<file path="config.mk">
export PLATFORM = sky130hd
export DESIGN_NAME = filename_char_sanitizer_unit
export DESIGN_NICKNAME = d
export VERILOG_FILES = /design/src/design/fcs_pkg.sv /design/src/design/fcs_ctrl.sv /design/src/design/fcs_dpath.sv /design/src/design/filename_char_sanitizer_unit.sv
export SDC_FILE = /design/constraint.sdc
export NUM_CORES = 1
export LEC_CHECK = 0
export BUFFER_PORTS_ARGS = -buffer_cell sky130_fd_sc_hd__clkbuf_2
export CAP_MARGIN = 10
export CORE_AREA = 2 2 255 257
export DETAILED_ROUTE_END_ITERATION = 12
export DIE_AREA = 0 0 257 259
export HOLD_SLACK_MARGIN = 0.02
export PLACE_DENSITY = 0.73
export RECOVER_POWER = 25
export REMOVE_ABC_BUFFERS = 1
export SYNTH_ARGS = -nofsm -noshare
export SYNTH_HDL_FRONTEND = slang
export SYNTH_SLANG_ARGS = --single-unit
export TNS_END_PERCENT = 1
</file>
<file path="constraint.sdc">
create_clock -name clk_i -period 4.2 [get_ports clk_i]
set_input_delay 0.63 -clock clk_i [delete_from_list [all_inputs] [get_ports clk_i]]
set_output_delay 0.63 -clock clk_i [all_outputs]
set_load 0.01 [all_outputs]
</file>
<file path="src/design/fcs_pkg.sv">
// ----------------------------------------------------------------------------
// fcs_pkg
// Shared types, constants and character functions of the file-name sanitizer.
// ----------------------------------------------------------------------------
package fcs_pkg;

  localparam int unsigned PENDING_DEPTH_DEF = 32;
  localparam int unsigned CP_W              = 21;
  localparam int unsigned TDATA_W           = 24;
  localparam int unsigned CFG_IDX_W         = 3;
  localparam int unsigned CFG_DATA_W        = 2;

  // configuration register indexes
  localparam logic [CFG_IDX_W-1:0] REG_SUB_LEVEL    = 3'd0;
  localparam logic [CFG_IDX_W-1:0] REG_FIX_EMPTY    = 3'd1;
  localparam logic [CFG_IDX_W-1:0] REG_STRIP_TAIL   = 3'd2;
  localparam logic [CFG_IDX_W-1:0] REG_FIX_RESERVED = 3'd3;
  localparam logic [CFG_IDX_W-1:0] REG_KEEP_COLON   = 3'd4;

  localparam logic [CP_W-1:0] CH_US    = 21'h00005F;
  localparam logic [CP_W-1:0] CH_DOT   = 21'h00002E;
  localparam logic [CP_W-1:0] CH_SP    = 21'h000020;
  localparam logic [CP_W-1:0] CH_QUOTE = 21'h000022;

  localparam int unsigned NUM_DEV = 6;
  // device names, one char per byte from the top; '9' stands for any digit
  localparam logic [31:0] DEV_PAT [NUM_DEV] = '{"CON ", "PRN ", "AUX ", "NUL ",
                                                "COM9", "LPT9"};
  localparam logic [2:0]  DEV_LEN [NUM_DEV] = '{3'd3, 3'd3, 3'd3, 3'd3, 3'd4, 3'd4};

  typedef enum logic [1:0] {
    SRC_UNDERSCORE,
    SRC_CHAR,
    SRC_STORE,
    SRC_END
  } emit_src_e;

  typedef struct packed {
    logic      load;
    logic      emit;
    emit_src_e src;
    logic      push;
    logic      match;
    logic      set_done;
    logic      rel_start;
    logic      rel_trim;
    logic      rel_ovf;
    logic      rd;
    logic      flush;
  } dp_cmd_t;

  typedef struct packed {
    logic       has;
    logic       last;
    logic       open;
    logic       fix_reserved;
    logic       strip_tail;
    logic       fix_empty;
    logic       full;
    logic       cnt_zero;
    logic       body_zero;
    logic       rem_zero;
    logic       s_dotsp;
    logic [1:0] res;
    logic       res_tail;
    logic       emitted_any;
    logic       emitted_step;
    logic       emit_ok;
    logic       stage_full;
    logic       out_free;
  } dp_status_t;

  function automatic logic is_dotsp(input logic [CP_W-1:0] c);
    return (c == CH_DOT) || (c == CH_SP);
  endfunction

  // look-alike symbols for control codes 1..31
  function automatic logic [15:0] ctl_sym(input logic [4:0] i);
    logic [15:0] r;
    case (i)
      5'd1:  r = 16'h263A;  5'd2:  r = 16'h263B;  5'd3:  r = 16'h2665;
      5'd4:  r = 16'h2666;  5'd5:  r = 16'h2663;  5'd6:  r = 16'h2660;
      5'd7:  r = 16'h2022;  5'd8:  r = 16'h25D8;  5'd9:  r = 16'h25CB;
      5'd10: r = 16'h25D9;  5'd11: r = 16'h2642;  5'd12: r = 16'h2640;
      5'd13: r = 16'h266A;  5'd14: r = 16'h266B;  5'd15: r = 16'h263C;
      5'd16: r = 16'h25BA;  5'd17: r = 16'h25C4;  5'd18: r = 16'h2195;
      5'd19: r = 16'h203C;  5'd20: r = 16'h00B6;  5'd21: r = 16'h00A7;
      5'd22: r = 16'h25AC;  5'd23: r = 16'h21A8;  5'd24: r = 16'h2191;
      5'd25: r = 16'h2193;  5'd26: r = 16'h2192;  5'd27: r = 16'h2190;
      5'd28: r = 16'h221F;  5'd29: r = 16'h2194;  5'd30: r = 16'h25B2;
      5'd31: r = 16'h25BC;
      default: r = 16'h0000;
    endcase
    return r;
  endfunction

  function automatic logic [CP_W-1:0] subst(input logic [CP_W-1:0] c,
                                            input logic [1:0] lvl,
                                            input logic keep,
                                            input logic qph);
    logic            sym;
    logic [CP_W-1:0] r;
    sym = lvl[1];
    r   = c;
    if (lvl != 2'd0) begin
      case (c)
        21'h3C: r = sym ? 21'h00AB : CH_US;
        21'h3E: r = sym ? 21'h00BB : CH_US;
        21'h3A: if (!keep) r = sym ? ((lvl == 2'd2) ? 21'h2026 : 21'h0589) : CH_US;
        21'h2A: r = sym ? ((lvl == 2'd2) ? 21'h00A4 : 21'h0589) : CH_US;
        21'h3F: r = sym ? 21'h00BF : CH_US;
        21'h7C: r = sym ? 21'h00A6 : CH_US;
        21'h22: r = sym ? (qph ? 21'h201D : 21'h201C) : CH_US;
        21'h2F: r = sym ? 21'h2044 : CH_US;
        21'h5C: r = sym ? 21'h00AC : CH_US;
        default: begin
          if (c >= 21'd1 && c < 21'd32) r = sym ? {5'd0, ctl_sym(c[4:0])} : CH_US;
        end
      endcase
    end
    return r;
  endfunction

  // one position of a device name against one character
  function automatic logic pat_ok(input int unsigned p, input logic [1:0] pos,
                                  input logic [CP_W-1:0] s);
    logic [CP_W-1:0] u;
    logic [7:0]      w;
    logic            ok;
    u = (s >= 21'h61 && s <= 21'h7A) ? s - 21'h20 : s;
    w = DEV_PAT[p][8*(3-pos) +: 8];
    if (w == "9") ok = (s >= 21'h30) && (s <= 21'h39);
    else          ok = (u == {13'd0, w});
    return ok;
  endfunction

endpackage

</file>
<file path="src/design/fcs_ctrl.sv">
// ----------------------------------------------------------------------------
// fcs_ctrl
// Sequencer: walks each item through hold, release and emit steps.
// ----------------------------------------------------------------------------
module fcs_ctrl (
  input  logic                 clk_i,
  input  logic                 rst_ni,
  input  logic                 in_valid_i,
  output logic                 in_ready_o,
  input  fcs_pkg::dp_status_t  st_i,
  output fcs_pkg::dp_cmd_t     cmd_o
);
  import fcs_pkg::*;

  localparam logic [3:0] S_IDLE   = 4'd0;
  localparam logic [3:0] S_DISP   = 4'd1;
  localparam logic [3:0] S_PUSH_O = 4'd2;
  localparam logic [3:0] S_RES    = 4'd3;
  localparam logic [3:0] S_US_R   = 4'd4;
  localparam logic [3:0] S_CPART  = 4'd5;
  localparam logic [3:0] S_PUSH_C = 4'd6;
  localparam logic [3:0] S_EMIT_S = 4'd7;
  localparam logic [3:0] S_LAST   = 4'd8;
  localparam logic [3:0] S_US_L   = 4'd9;
  localparam logic [3:0] S_EMPTY  = 4'd10;
  localparam logic [3:0] S_US_E   = 4'd11;
  localparam logic [3:0] S_END    = 4'd12;
  localparam logic [3:0] S_FIN    = 4'd13;
  localparam logic [3:0] S_REL_RD = 4'd14;
  localparam logic [3:0] S_REL_EM = 4'd15;

  logic [3:0] state_q, state_d;
  logic [3:0] ret_q, ret_d;
  logic [3:0] after_has;

  assign in_ready_o = (state_q == S_IDLE);
  assign after_has  = st_i.last ? S_LAST : S_FIN;

  always_comb begin
    cmd_o     = '0;
    cmd_o.src = SRC_UNDERSCORE;
    state_d   = state_q;
    ret_d     = ret_q;
    unique case (state_q)
      S_IDLE: begin
        if (in_valid_i) begin
          cmd_o.load = 1'b1;
          state_d    = S_DISP;
        end
      end
      S_DISP: begin
        if (!st_i.has) begin
          state_d = after_has;
        end else if (st_i.open && !st_i.fix_reserved) begin
          cmd_o.set_done  = 1'b1;
          cmd_o.rel_start = 1'b1;
          cmd_o.rel_trim  = st_i.strip_tail;
          if (st_i.strip_tail ? st_i.body_zero : st_i.cnt_zero) begin
            state_d = S_CPART;
          end else begin
            state_d = S_REL_RD;
            ret_d   = S_CPART;
          end
        end else if (st_i.open && st_i.full) begin
          cmd_o.set_done  = 1'b1;
          cmd_o.rel_start = 1'b1;
          cmd_o.rel_ovf   = 1'b1;
          state_d         = S_REL_RD;
          ret_d           = S_CPART;
        end else if (st_i.open) begin
          state_d = S_PUSH_O;
        end else if (st_i.strip_tail && st_i.s_dotsp) begin
          if (st_i.full) begin
            cmd_o.rel_start = 1'b1;
            cmd_o.rel_ovf   = 1'b1;
            state_d         = S_REL_RD;
            ret_d           = S_PUSH_C;
          end else begin
            state_d = S_PUSH_C;
          end
        end else begin
          cmd_o.rel_start = 1'b1;
          if (st_i.cnt_zero) begin
            state_d = S_EMIT_S;
          end else begin
            state_d = S_REL_RD;
            ret_d   = S_EMIT_S;
          end
        end
      end
      S_PUSH_O: begin
        cmd_o.push  = 1'b1;
        cmd_o.match = 1'b1;
        state_d     = S_RES;
      end
      S_RES: begin
        if (st_i.res == 2'd3) begin
          state_d = S_US_R;
        end else if (st_i.res == 2'd0) begin
          cmd_o.set_done  = 1'b1;
          cmd_o.rel_start = 1'b1;
          cmd_o.rel_trim  = st_i.strip_tail;
          if (st_i.strip_tail ? st_i.body_zero : st_i.cnt_zero) begin
            state_d = after_has;
          end else begin
            state_d = S_REL_RD;
            ret_d   = after_has;
          end
        end else begin
          state_d = after_has;
        end
      end
      S_US_R: begin
        if (st_i.emit_ok) begin
          cmd_o.emit      = 1'b1;
          cmd_o.set_done  = 1'b1;
          cmd_o.rel_start = 1'b1;
          cmd_o.rel_trim  = st_i.strip_tail;
          if (st_i.strip_tail ? st_i.body_zero : st_i.cnt_zero) begin
            state_d = after_has;
          end else begin
            state_d = S_REL_RD;
            ret_d   = after_has;
          end
        end
      end
      // character not held for the device-name test
      S_CPART: begin
        if (st_i.strip_tail && st_i.s_dotsp) begin
          if (st_i.full) begin
            cmd_o.rel_start = 1'b1;
            cmd_o.rel_ovf   = 1'b1;
            state_d         = S_REL_RD;
            ret_d           = S_PUSH_C;
          end else begin
            state_d = S_PUSH_C;
          end
        end else begin
          cmd_o.rel_start = 1'b1;
          if (st_i.cnt_zero) begin
            state_d = S_EMIT_S;
          end else begin
            state_d = S_REL_RD;
            ret_d   = S_EMIT_S;
          end
        end
      end
      S_PUSH_C: begin
        cmd_o.push = 1'b1;
        state_d    = after_has;
      end
      S_EMIT_S: begin
        cmd_o.src = SRC_CHAR;
        if (st_i.emit_ok) begin
          cmd_o.emit = 1'b1;
          state_d    = after_has;
        end
      end
      S_LAST: begin
        if (st_i.open && st_i.fix_reserved && st_i.res_tail) begin
          state_d = S_US_L;
        end else begin
          cmd_o.rel_start = 1'b1;
          cmd_o.rel_trim  = st_i.strip_tail;
          if (st_i.strip_tail ? st_i.body_zero : st_i.cnt_zero) begin
            state_d = S_EMPTY;
          end else begin
            state_d = S_REL_RD;
            ret_d   = S_EMPTY;
          end
        end
      end
      S_US_L: begin
        if (st_i.emit_ok) begin
          cmd_o.emit      = 1'b1;
          cmd_o.rel_start = 1'b1;
          cmd_o.rel_trim  = st_i.strip_tail;
          if (st_i.strip_tail ? st_i.body_zero : st_i.cnt_zero) begin
            state_d = S_EMPTY;
          end else begin
            state_d = S_REL_RD;
            ret_d   = S_EMPTY;
          end
        end
      end
      S_EMPTY: begin
        state_d = (!st_i.emitted_any && st_i.fix_empty) ? S_US_E : S_END;
      end
      S_US_E: begin
        if (st_i.emit_ok) begin
          cmd_o.emit = 1'b1;
          state_d    = S_END;
        end
      end
      S_END: begin
        cmd_o.src = SRC_END;
        if (st_i.emitted_step) begin
          state_d = S_FIN;
        end else if (st_i.emit_ok) begin
          cmd_o.emit = 1'b1;
          state_d    = S_FIN;
        end
      end
      // hand the staged result over, tagged last at the end of a name
      S_FIN: begin
        if (!st_i.stage_full) begin
          state_d = S_IDLE;
        end else if (st_i.out_free) begin
          cmd_o.flush = 1'b1;
          state_d     = S_IDLE;
        end
      end
      S_REL_RD: begin
        if (st_i.rem_zero) begin
          state_d = ret_q;
        end else begin
          cmd_o.rd = 1'b1;
          state_d  = S_REL_EM;
        end
      end
      S_REL_EM: begin
        cmd_o.src = SRC_STORE;
        if (st_i.emit_ok) begin
          cmd_o.emit = 1'b1;
          state_d    = S_REL_RD;
        end
      end
      default: state_d = S_IDLE;
    endcase
  end

  always_ff @(posedge clk_i or negedge rst_ni) begin
    if (!rst_ni) begin
      state_q <= S_IDLE;
      ret_q   <= S_IDLE;
    end else begin
      state_q <= state_d;
      ret_q   <= ret_d;
    end
  end

endmodule

</file>
<file path="src/design/fcs_dpath.sv">
// ----------------------------------------------------------------------------
// fcs_dpath
// Datapath: config registers, substitution, pending memory, device-name
// matcher, one-result stage and output register.
// ----------------------------------------------------------------------------
module fcs_dpath #(
  parameter int unsigned PENDING_DEPTH = fcs_pkg::PENDING_DEPTH_DEF
) (
  input  logic                             clk_i,
  input  logic                             rst_ni,
  input  logic                             cfg_we_i,
  input  logic [fcs_pkg::CFG_IDX_W-1:0]    cfg_idx_i,
  input  logic [fcs_pkg::CFG_DATA_W-1:0]   cfg_wdata_i,
  input  logic [fcs_pkg::CP_W-1:0]         in_point_i,
  input  logic                             in_has_i,
  input  logic                             in_last_i,
  input  fcs_pkg::dp_cmd_t                 cmd_i,
  output fcs_pkg::dp_status_t              st_o,
  output logic                             out_valid_o,
  input  logic                             out_ready_i,
  output logic [fcs_pkg::CP_W-1:0]         out_point_o,
  output logic                             out_char_o,
  output logic                             out_last_o,
  output logic                             out_ovf_o
);
  import fcs_pkg::*;

  localparam int unsigned PW = $clog2(PENDING_DEPTH);
  localparam int unsigned CW = $clog2(PENDING_DEPTH + 1);
  localparam int unsigned SW = CW + 1;
  localparam logic [CW-1:0] DEPTH_C  = CW'(PENDING_DEPTH);
  localparam logic [PW-1:0] LAST_PTR = PW'(PENDING_DEPTH - 1);

  // configuration
  logic [1:0] lvl_q;
  logic       fix_empty_q, strip_q, fixr_q, keep_q;

  // current item
  logic [CP_W-1:0] s_q;
  logic            has_q, last_q, qph_q;

  // pending store, circular
  logic [CP_W-1:0] mem_q [PENDING_DEPTH];
  logic [CP_W-1:0] rdata_q;
  logic [PW-1:0]   head_q, wr_ptr;
  logic [SW-1:0]   tail_sum;
  logic [CW-1:0]   cnt_q, trail_q, rem_q;
  logic            rel_ovf_q;

  // device-name matcher
  logic                open_q;
  logic [NUM_DEV-1:0]  mask_q, step_ok, alive, dot_hit, name_done, tail_hit;
  logic [1:0]          res_q, res_next;

  logic any_q, step_q;

  // stage and output
  logic [CP_W-1:0] stage_point_q, out_point_q;
  logic            stage_char_q, stage_ovf_q, stage_full_q;
  logic            out_valid_q, out_char_q, out_last_q, out_ovf_q;

  logic            out_free, emit_ok, name_rst;
  logic [CP_W-1:0] em_point;
  logic            em_char, em_ovf;

  assign out_free = !out_valid_q || out_ready_i;
  assign emit_ok  = !stage_full_q || out_free;
  assign name_rst = cmd_i.flush && last_q;

  assign tail_sum = SW'(head_q) + SW'(cnt_q);
  assign wr_ptr   = (tail_sum >= SW'(PENDING_DEPTH)) ? PW'(tail_sum - SW'(PENDING_DEPTH))
                                                    : PW'(tail_sum);

  // next character against every device name; position is the fill count
  always_comb begin
    for (int unsigned p = 0; p < NUM_DEV; p++) begin
      if (cnt_q < CW'(DEV_LEN[p])) begin
        step_ok[p] = pat_ok(p, cnt_q[1:0], s_q);
        dot_hit[p] = 1'b0;
      end else begin
        step_ok[p] = is_dotsp(s_q);
        dot_hit[p] = (s_q == CH_DOT);
      end
      alive[p]     = mask_q[p] && step_ok[p];
      name_done[p] = (cnt_q >= CW'(DEV_LEN[p] - 3'd1));
      tail_hit[p]  = mask_q[p] && (cnt_q >= CW'(DEV_LEN[p]));
    end
    if (|(alive & dot_hit))        res_next = 2'd3;
    else if (|(alive & name_done)) res_next = 2'd2;
    else if (|alive)               res_next = 2'd1;
    else                           res_next = 2'd0;
  end

  always_comb begin
    case (cmd_i.src)
      SRC_UNDERSCORE: begin em_point = CH_US;   em_char = 1'b1; em_ovf = 1'b0;      end
      SRC_CHAR:       begin em_point = s_q;     em_char = 1'b1; em_ovf = 1'b0;      end
      SRC_STORE:      begin em_point = rdata_q; em_char = 1'b1; em_ovf = rel_ovf_q; end
      SRC_END:        begin em_point = '0;      em_char = 1'b0; em_ovf = 1'b0;      end
      default:        begin em_point = '0;      em_char = 1'b0; em_ovf = 1'b0;      end
    endcase
  end

  always_ff @(posedge clk_i) begin
    if (cmd_i.push) mem_q[wr_ptr] <= s_q;
    if (cmd_i.rd)   rdata_q       <= mem_q[head_q];
  end

  // payload registers
  always_ff @(posedge clk_i) begin
    if (cmd_i.load) s_q <= subst(in_point_i, lvl_q, keep_q, qph_q);
    if (cmd_i.push && cmd_i.match) res_q <= res_next;
    if (cmd_i.rel_start) rel_ovf_q <= cmd_i.rel_ovf;
    if (cmd_i.emit) begin
      stage_point_q <= em_point;
      stage_char_q  <= em_char;
      stage_ovf_q   <= em_ovf;
    end
    if ((cmd_i.emit && stage_full_q) || cmd_i.flush) begin
      out_point_q <= stage_char_q ? stage_point_q : '0;
      out_char_q  <= stage_char_q;
      out_ovf_q   <= stage_ovf_q;
      out_last_q  <= cmd_i.flush && last_q;
    end
  end

  always_ff @(posedge clk_i or negedge rst_ni) begin
    if (!rst_ni) begin
      lvl_q        <= 2'd0;
      fix_empty_q  <= 1'b0;
      strip_q      <= 1'b0;
      fixr_q       <= 1'b0;
      keep_q       <= 1'b0;
      has_q        <= 1'b0;
      last_q       <= 1'b0;
      qph_q        <= 1'b0;
      head_q       <= '0;
      cnt_q        <= '0;
      trail_q      <= '0;
      rem_q        <= '0;
      open_q       <= 1'b1;
      mask_q       <= '1;
      any_q        <= 1'b0;
      step_q       <= 1'b0;
      stage_full_q <= 1'b0;
      out_valid_q  <= 1'b0;
    end else begin
      if (cfg_we_i) begin
        unique case (cfg_idx_i)
          REG_SUB_LEVEL:    lvl_q       <= cfg_wdata_i;
          REG_FIX_EMPTY:    fix_empty_q <= cfg_wdata_i[0];
          REG_STRIP_TAIL:   strip_q     <= cfg_wdata_i[0];
          REG_FIX_RESERVED: fixr_q      <= cfg_wdata_i[0];
          REG_KEEP_COLON:   keep_q      <= cfg_wdata_i[0];
          default: ;
        endcase
      end

      if (cmd_i.load) begin
        has_q  <= in_has_i;
        last_q <= in_last_i;
        step_q <= 1'b0;
        // quote alternation only advances while substitution is on
        if (in_has_i && (lvl_q != 2'd0) && (in_point_i == CH_QUOTE)) qph_q <= !qph_q;
      end

      if (cmd_i.push) begin
        cnt_q   <= cnt_q + 1'b1;
        trail_q <= is_dotsp(s_q) ? trail_q + 1'b1 : '0;
        if (cmd_i.match) mask_q <= alive;
      end
      if (cmd_i.rel_start) begin
        rem_q <= cmd_i.rel_trim ? cnt_q - trail_q : cnt_q;
        if (!cmd_i.rel_trim) trail_q <= '0;
      end
      if (cmd_i.rd) begin
        head_q <= (head_q == LAST_PTR) ? '0 : head_q + 1'b1;
        cnt_q  <= cnt_q - 1'b1;
        rem_q  <= rem_q - 1'b1;
      end
      if (cmd_i.set_done) open_q <= 1'b0;

      if (cmd_i.emit) begin
        step_q       <= 1'b1;
        stage_full_q <= 1'b1;
        if (em_char) any_q <= 1'b1;
      end

      if ((cmd_i.emit && stage_full_q) || cmd_i.flush) out_valid_q <= 1'b1;
      else if (out_ready_i)                            out_valid_q <= 1'b0;
      if (cmd_i.flush) stage_full_q <= 1'b0;

      if (name_rst) begin
        qph_q   <= 1'b0;
        head_q  <= '0;
        cnt_q   <= '0;
        trail_q <= '0;
        open_q  <= 1'b1;
        mask_q  <= '1;
        any_q   <= 1'b0;
      end
    end
  end

  always_comb begin
    st_o              = '0;
    st_o.has          = has_q;
    st_o.last         = last_q;
    st_o.open         = open_q;
    st_o.fix_reserved = fixr_q;
    st_o.strip_tail   = strip_q;
    st_o.fix_empty    = fix_empty_q;
    st_o.full         = (cnt_q >= DEPTH_C);
    st_o.cnt_zero     = (cnt_q == '0);
    st_o.body_zero    = (cnt_q == trail_q);
    st_o.rem_zero     = (rem_q == '0);
    st_o.s_dotsp      = is_dotsp(s_q);
    st_o.res          = res_q;
    st_o.res_tail     = |tail_hit;
    st_o.emitted_any  = any_q;
    st_o.emitted_step = step_q;
    st_o.emit_ok      = emit_ok;
    st_o.stage_full   = stage_full_q;
    st_o.out_free     = out_free;
  end

  assign out_valid_o = out_valid_q;
  assign out_point_o = out_point_q;
  assign out_char_o  = out_char_q;
  assign out_last_o  = out_last_q;
  assign out_ovf_o   = out_ovf_q;

  a_cnt_bound: assert property (@(posedge clk_i) disable iff (!rst_ni)
    cnt_q <= DEPTH_C)
    else $error("pending count beyond store depth");

  a_trail_bound: assert property (@(posedge clk_i) disable iff (!rst_ni)
    trail_q <= cnt_q)
    else $error("trailing run longer than held run");

  a_rd_nonempty: assert property (@(posedge clk_i) disable iff (!rst_ni)
    cmd_i.rd |-> (cnt_q != '0) && (rem_q != '0) && !cmd_i.push)
    else $error("pending store read while nothing left to release");

  a_name_clear: assert property (@(posedge clk_i) disable iff (!rst_ni)
    name_rst |=> (cnt_q == '0) && open_q && !stage_full_q && out_last_o)
    else $error("per-name state not cleared after last result");

endmodule

</file>
<file path="src/design/filename_char_sanitizer_unit.sv">
// ----------------------------------------------------------------------------
// filename_char_sanitizer_unit
// Streaming file-name sanitizer: one code point in, corrected name out.
// ----------------------------------------------------------------------------
// A character that passes straight through goes from acceptance to its result
// sitting in the output register through accept, decide, emit and hand-off
// steps, and the next item is accepted once that hand-off is done. A
// transaction with neither character nor last goes through accept, decide and
// hand-off. A character held for the device-name test is pushed and then gets
// its verdict, plus an underscore emit when the verdict inserts the prefix; a
// character held for dot/space stripping is pushed and then handed off. A
// character that closes the device-name test on arrival (prefixing off or
// store full) passes a further decision step before it is emitted. Releasing
// held characters reads and then emits each one in turn before leaving the
// release loop, set by the single registered read port of the pending memory.
// Closing a name goes through prefix test and release, empty-name test and end
// marker, plus an emit for each underscore inserted there. Output back-pressure
// stalls the sequencer in place. The pending memory needs no clearing pass
// after reset; only entries below the fill count are ever read.
// ----------------------------------------------------------------------------
module filename_char_sanitizer_unit #(
  parameter int unsigned PENDING_DEPTH = fcs_pkg::PENDING_DEPTH_DEF
) (
  input  logic                              clk_i,
  input  logic                              rst_ni,
  // configuration write port
  input  logic                              cfg_we_i,
  input  logic [fcs_pkg::CFG_IDX_W-1:0]     cfg_idx_i,
  input  logic [fcs_pkg::CFG_DATA_W-1:0]    cfg_wdata_i,
  // input stream
  input  logic                              s_axis_tvalid,
  output logic                              s_axis_tready,
  input  logic [fcs_pkg::TDATA_W-1:0]       s_axis_tdata,  // [20:0] code_point
  input  logic [0:0]                        s_axis_tuser,  // [0] has_char
  input  logic                              s_axis_tlast,
  // output stream
  output logic                              m_axis_tvalid,
  input  logic                              m_axis_tready,
  output logic [fcs_pkg::TDATA_W-1:0]       m_axis_tdata,  // [20:0] out_point
  output logic [1:0]                        m_axis_tuser,  // [0] out_valid, [1] overflow
  output logic                              m_axis_tlast
);
  import fcs_pkg::*;

  dp_cmd_t         cmd;
  dp_status_t      st;
  logic [CP_W-1:0] out_point;
  logic            out_char, out_ovf;

  fcs_ctrl u_ctrl (
    .clk_i      (clk_i),
    .rst_ni     (rst_ni),
    .in_valid_i (s_axis_tvalid),
    .in_ready_o (s_axis_tready),
    .st_i       (st),
    .cmd_o      (cmd)
  );

  fcs_dpath #(
    .PENDING_DEPTH (PENDING_DEPTH)
  ) u_dpath (
    .clk_i       (clk_i),
    .rst_ni      (rst_ni),
    .cfg_we_i    (cfg_we_i),
    .cfg_idx_i   (cfg_idx_i),
    .cfg_wdata_i (cfg_wdata_i),
    .in_point_i  (s_axis_tdata[CP_W-1:0]),
    .in_has_i    (s_axis_tuser[0]),
    .in_last_i   (s_axis_tlast),
    .cmd_i       (cmd),
    .st_o        (st),
    .out_valid_o (m_axis_tvalid),
    .out_ready_i (m_axis_tready),
    .out_point_o (out_point),
    .out_char_o  (out_char),
    .out_last_o  (m_axis_tlast),
    .out_ovf_o   (out_ovf)
  );

  assign m_axis_tdata = {{(TDATA_W-CP_W){1'b0}}, out_point};
  assign m_axis_tuser = {out_ovf, out_char};

endmodule

</file>
==> results.py <==
metrics = {
    "layout": {
        "fin_cells": 3025,
        "mostFrequentLayoutCells": "edfxtp_1 (764), mux4_2 (211), nand2_1 (94), buf_4 (89), clkbuf_16 (83)",
        "drive_gt1_frac": 0.260,
        "finalNetCount": 2172,
        "final_common_cell": "edfxtp_1",
        "utilization": 0.612,
        "syn_to_final_growth_pct": 12.7,
    },
    "detailed_routing": {
        "vias": 19200,
        "drt_iter0_markers": 2261,
        "via_per_inst": 6.36,
        "post_drt_wl_per_cell_microns": 27.4,
        "drc": 0,
        "dr.pass1.iters": 6,
        "postRouteAntennaNets": 0,
        "wirelength_microns": 82900,
    },
    "grt": {
        "grt_usage": 0.252,
        "overflow": 0,
        "grt_pass1_wl_microns": 124000,
        "grt_max_degree": 100,
        "grt_antenna_before_repair": 4,
        "grt_pass1_vias": 19200,
    },
    "critical_path": {
        "cp-start-kind": "flip-flop",
        "crit_fanout": 34,
        "end_kind": "flip-flop",
        "worst-setup-path-type": "flip-flop to flip-flop",
        "crit_required_ps": 4540,
        "arrival_ps": 3920,
    },
    "placement": {
        "gp_routability_congestion": 0.877,
        "io_buffers": 58,
        "hpwl_microns": 47300,
        "dp.cells": 2875,
        "pre_cts_ws_ps": 866,
    },
    "clock_tree": {
        "tritoncts": "yes",
        "clk_latency_ps": 650,
        "clockBufferDepth": 3,
        "numCtsBuffers": 81,
        "clock_sinks": 815,
        "clock-root-buffer": "clkbuf_16",
        "htreeDepth": 3,
        "postCtsSetupRepairBufs": 0,
        "clkTransAtPathRegs_ps": 60,
    },
    "die": {
        "rows": 93,
        "num_io_pins": 65,
        "die_y_microns": 259,
        "die-area_sq_mm": 0.0666,
        "start_util": 0.543,
        "core_area_sq_mm": 0.0639,
        "die_w_microns": 257,
    },
    "pwr": {
        "p_per_area_mw_per_mm2": 621,
        "p_clk_frac": 0.297,
        "p_total_mw": 24.3,
        "switching_share": 0.304,
        "intPower_mw": 16.9,
        "leakage_nw": 12.6,
        "p_seq_frac": 0.424,
        "p_switching_mw": 7.38,
        "combinationalPowerShare": 0.279,
        "ir_drop_v": 0.000712,
    },
    "min_path": {
        "min_path_type": "input port to flip-flop",
    },
    "timing": {
        "final.setup_skew_ps": 46.5,
        "rsz0062_at_grt": "no",
        "finalSetupViolCount": 0,
        "fmax_mhz": 280,
        "finalHoldViolations": 0,
        "relSlewSlack": 0.00527,
        "whs_ps": 186,
        "worstMarginPinSlew_ps": 1490,
        "setup_ws_ps": 629,
        "report.final.slew_viol_count": 0,
        "period_share": 0.850,
        "final.min_clock_period_ps": 3570,
    },
    "yosys": {
        "synth_warnings": 0,
        "synth-edff-count": 764,
        "syn-cell-area_sq_mm": 0.0347,
        "synth_async_sr_flop_share": 0.0626,
        "ys.flop_type": "edfxtp_1",
        "syn_inst": 1988,
        "yosysUniqueCellTypes": 84,
        "ys_seq_area_frac": 0.699,
        "avgSynthCellArea_sq_um": 17.4,
        "synth_seq_cells": 815,
    },
    "run_status": {
        "status": "finished with violations",
        "violations": "capacitance limit",
    },
    "job": {
        "maxCapViolCount": 1,
    },
}
flip-flops by register name, indices dropped and copies added, names as in the netlist, 2 cells and up:
name,count
u_dpath.mem_q,672
u_dpath.out_point_o,21
u_dpath.rdata_q,21
u_dpath.s_q,21
u_dpath.stage_point_q,21
u_dpath.cnt_q,6
u_dpath.mask_q,6
u_dpath.rem_q,6
u_dpath.trail_q,6
u_dpath.head_q,5
u_ctrl.ret_q,4
u_ctrl.state_q,4
u_dpath.lvl_q,2
u_dpath.res_q,2
cells by family (layout without fill, tap and decap cells):
logic type | Yosys count | count (layout) | synth area share
compound gates | 279 | 279 | 0.0527
xor+xnor | 33 | 33 | 0.00834
fa+ha+maj | 33 | 33 | 0.0125
buf+inv | 168 | 347 | 0.0190
flops | 815 | 815 | 0.699
mux | 249 | 249 | 0.149
other cells | 1 | 4 | 0.000108
simple gates | 410 | 410 | 0.0594
power by group through the flow:
stage	Clock, mW	Sequential, mW	Combinational [mW]
after global routing	7.60	10.3	7.31
after floorplan	0	10.9	4.22
after global placement	0	10.4	6.63
after CTS	7.30	10.3	6.82
final	7.21	10.3	6.78
after detailed placement	0	10.4	6.76
through the flow:
step | area [sq um] | setup TNS (ps)
CTS | 39100 | 0
global route | 39100 | 0
finish | 39100 | 0
detailed placement | 36400 | 0
floorplan | 34200 | -3524260
global placement | 36400 | 0
worst max-delay path: stages (launching register included):
cell	delay [ps]
edfxtp_1	330
clkbuf_1	1060
nor2_1	140
and4_1	410
a21oi_1	280
o22ai_1	130
a222oi_1	520
o21ai_0	190
nor4b_2	200
Yosys cell counts, types with 16 or more instances:
master      n  area share
edfxtp_1  764        0.66
mux4_2    211        0.14
nor2_1    116       0.013
clkbuf_1   99       0.011
nand2_1    94       0.010
a21oi_1    74       0.011
o21ai_0    65      0.0094
dfrtp_1    44       0.032
inv_1      43      0.0047
and2_1     33      0.0060
ha_1       29       0.010
mux2_2     28      0.0091
nand3_1    28      0.0040
nor3_1     25      0.0036
nor4_1     21      0.0038
xnor2_1    21      0.0053
nor2b_1    20      0.0036
a31oi_1    19      0.0034
a22o_1     16      0.0040
buf_1      16      0.0017
worst paths after layout:
path,startpoint,end,slack [ps],depth (start not counted)
min in group asynchronous,rst_ni,u_dpath.step_q,570,2
worst min-delay path,s_axis_tdata[16],u_dpath.s_q[16],190,1
worst max register to register,u_dpath.s_q[14],u_dpath.res_q[0],630,8
max in group asynchronous,rst_ni,u_dpath.head_q[1],2730,3
worst min register to register,u_dpath.stage_ovf_q,u_dpath.out_ovf_o,420,0
worst max-delay path,u_dpath.s_q[14],u_dpath.res_q[0],630,8
final cells by class:
| class | count | area (sq um) |
|---|---|---|
| clock inverters | 50 | 512 |
| inverters | 45 | 169 |
| multi-input cells | 1007 | 9900 |
| well taps | 855 | 1070 |
| flip-flops and latches | 815 | 24200 |
| repair buffers | 154 | 1050 |
| fillers | 4428 | 24800 |
| clock buffers | 98 | 2140 |
| diodes | 1 | 2.50 |
timing repair:
item / CTS / global route
hold buffers: 1 / 0
resized for setup: 0 / 0
hold endpoints to repair: 5 / 0
routing by layer:
metal / track usage / part of all wire
met5: 0 / 0
met1: 0.354 / 0.41
met4: 0.0649 / 0.019
met3: 0.0382 / 0.074
met2: 0.418 / 0.50
Power figures use the tool's default switching activity.
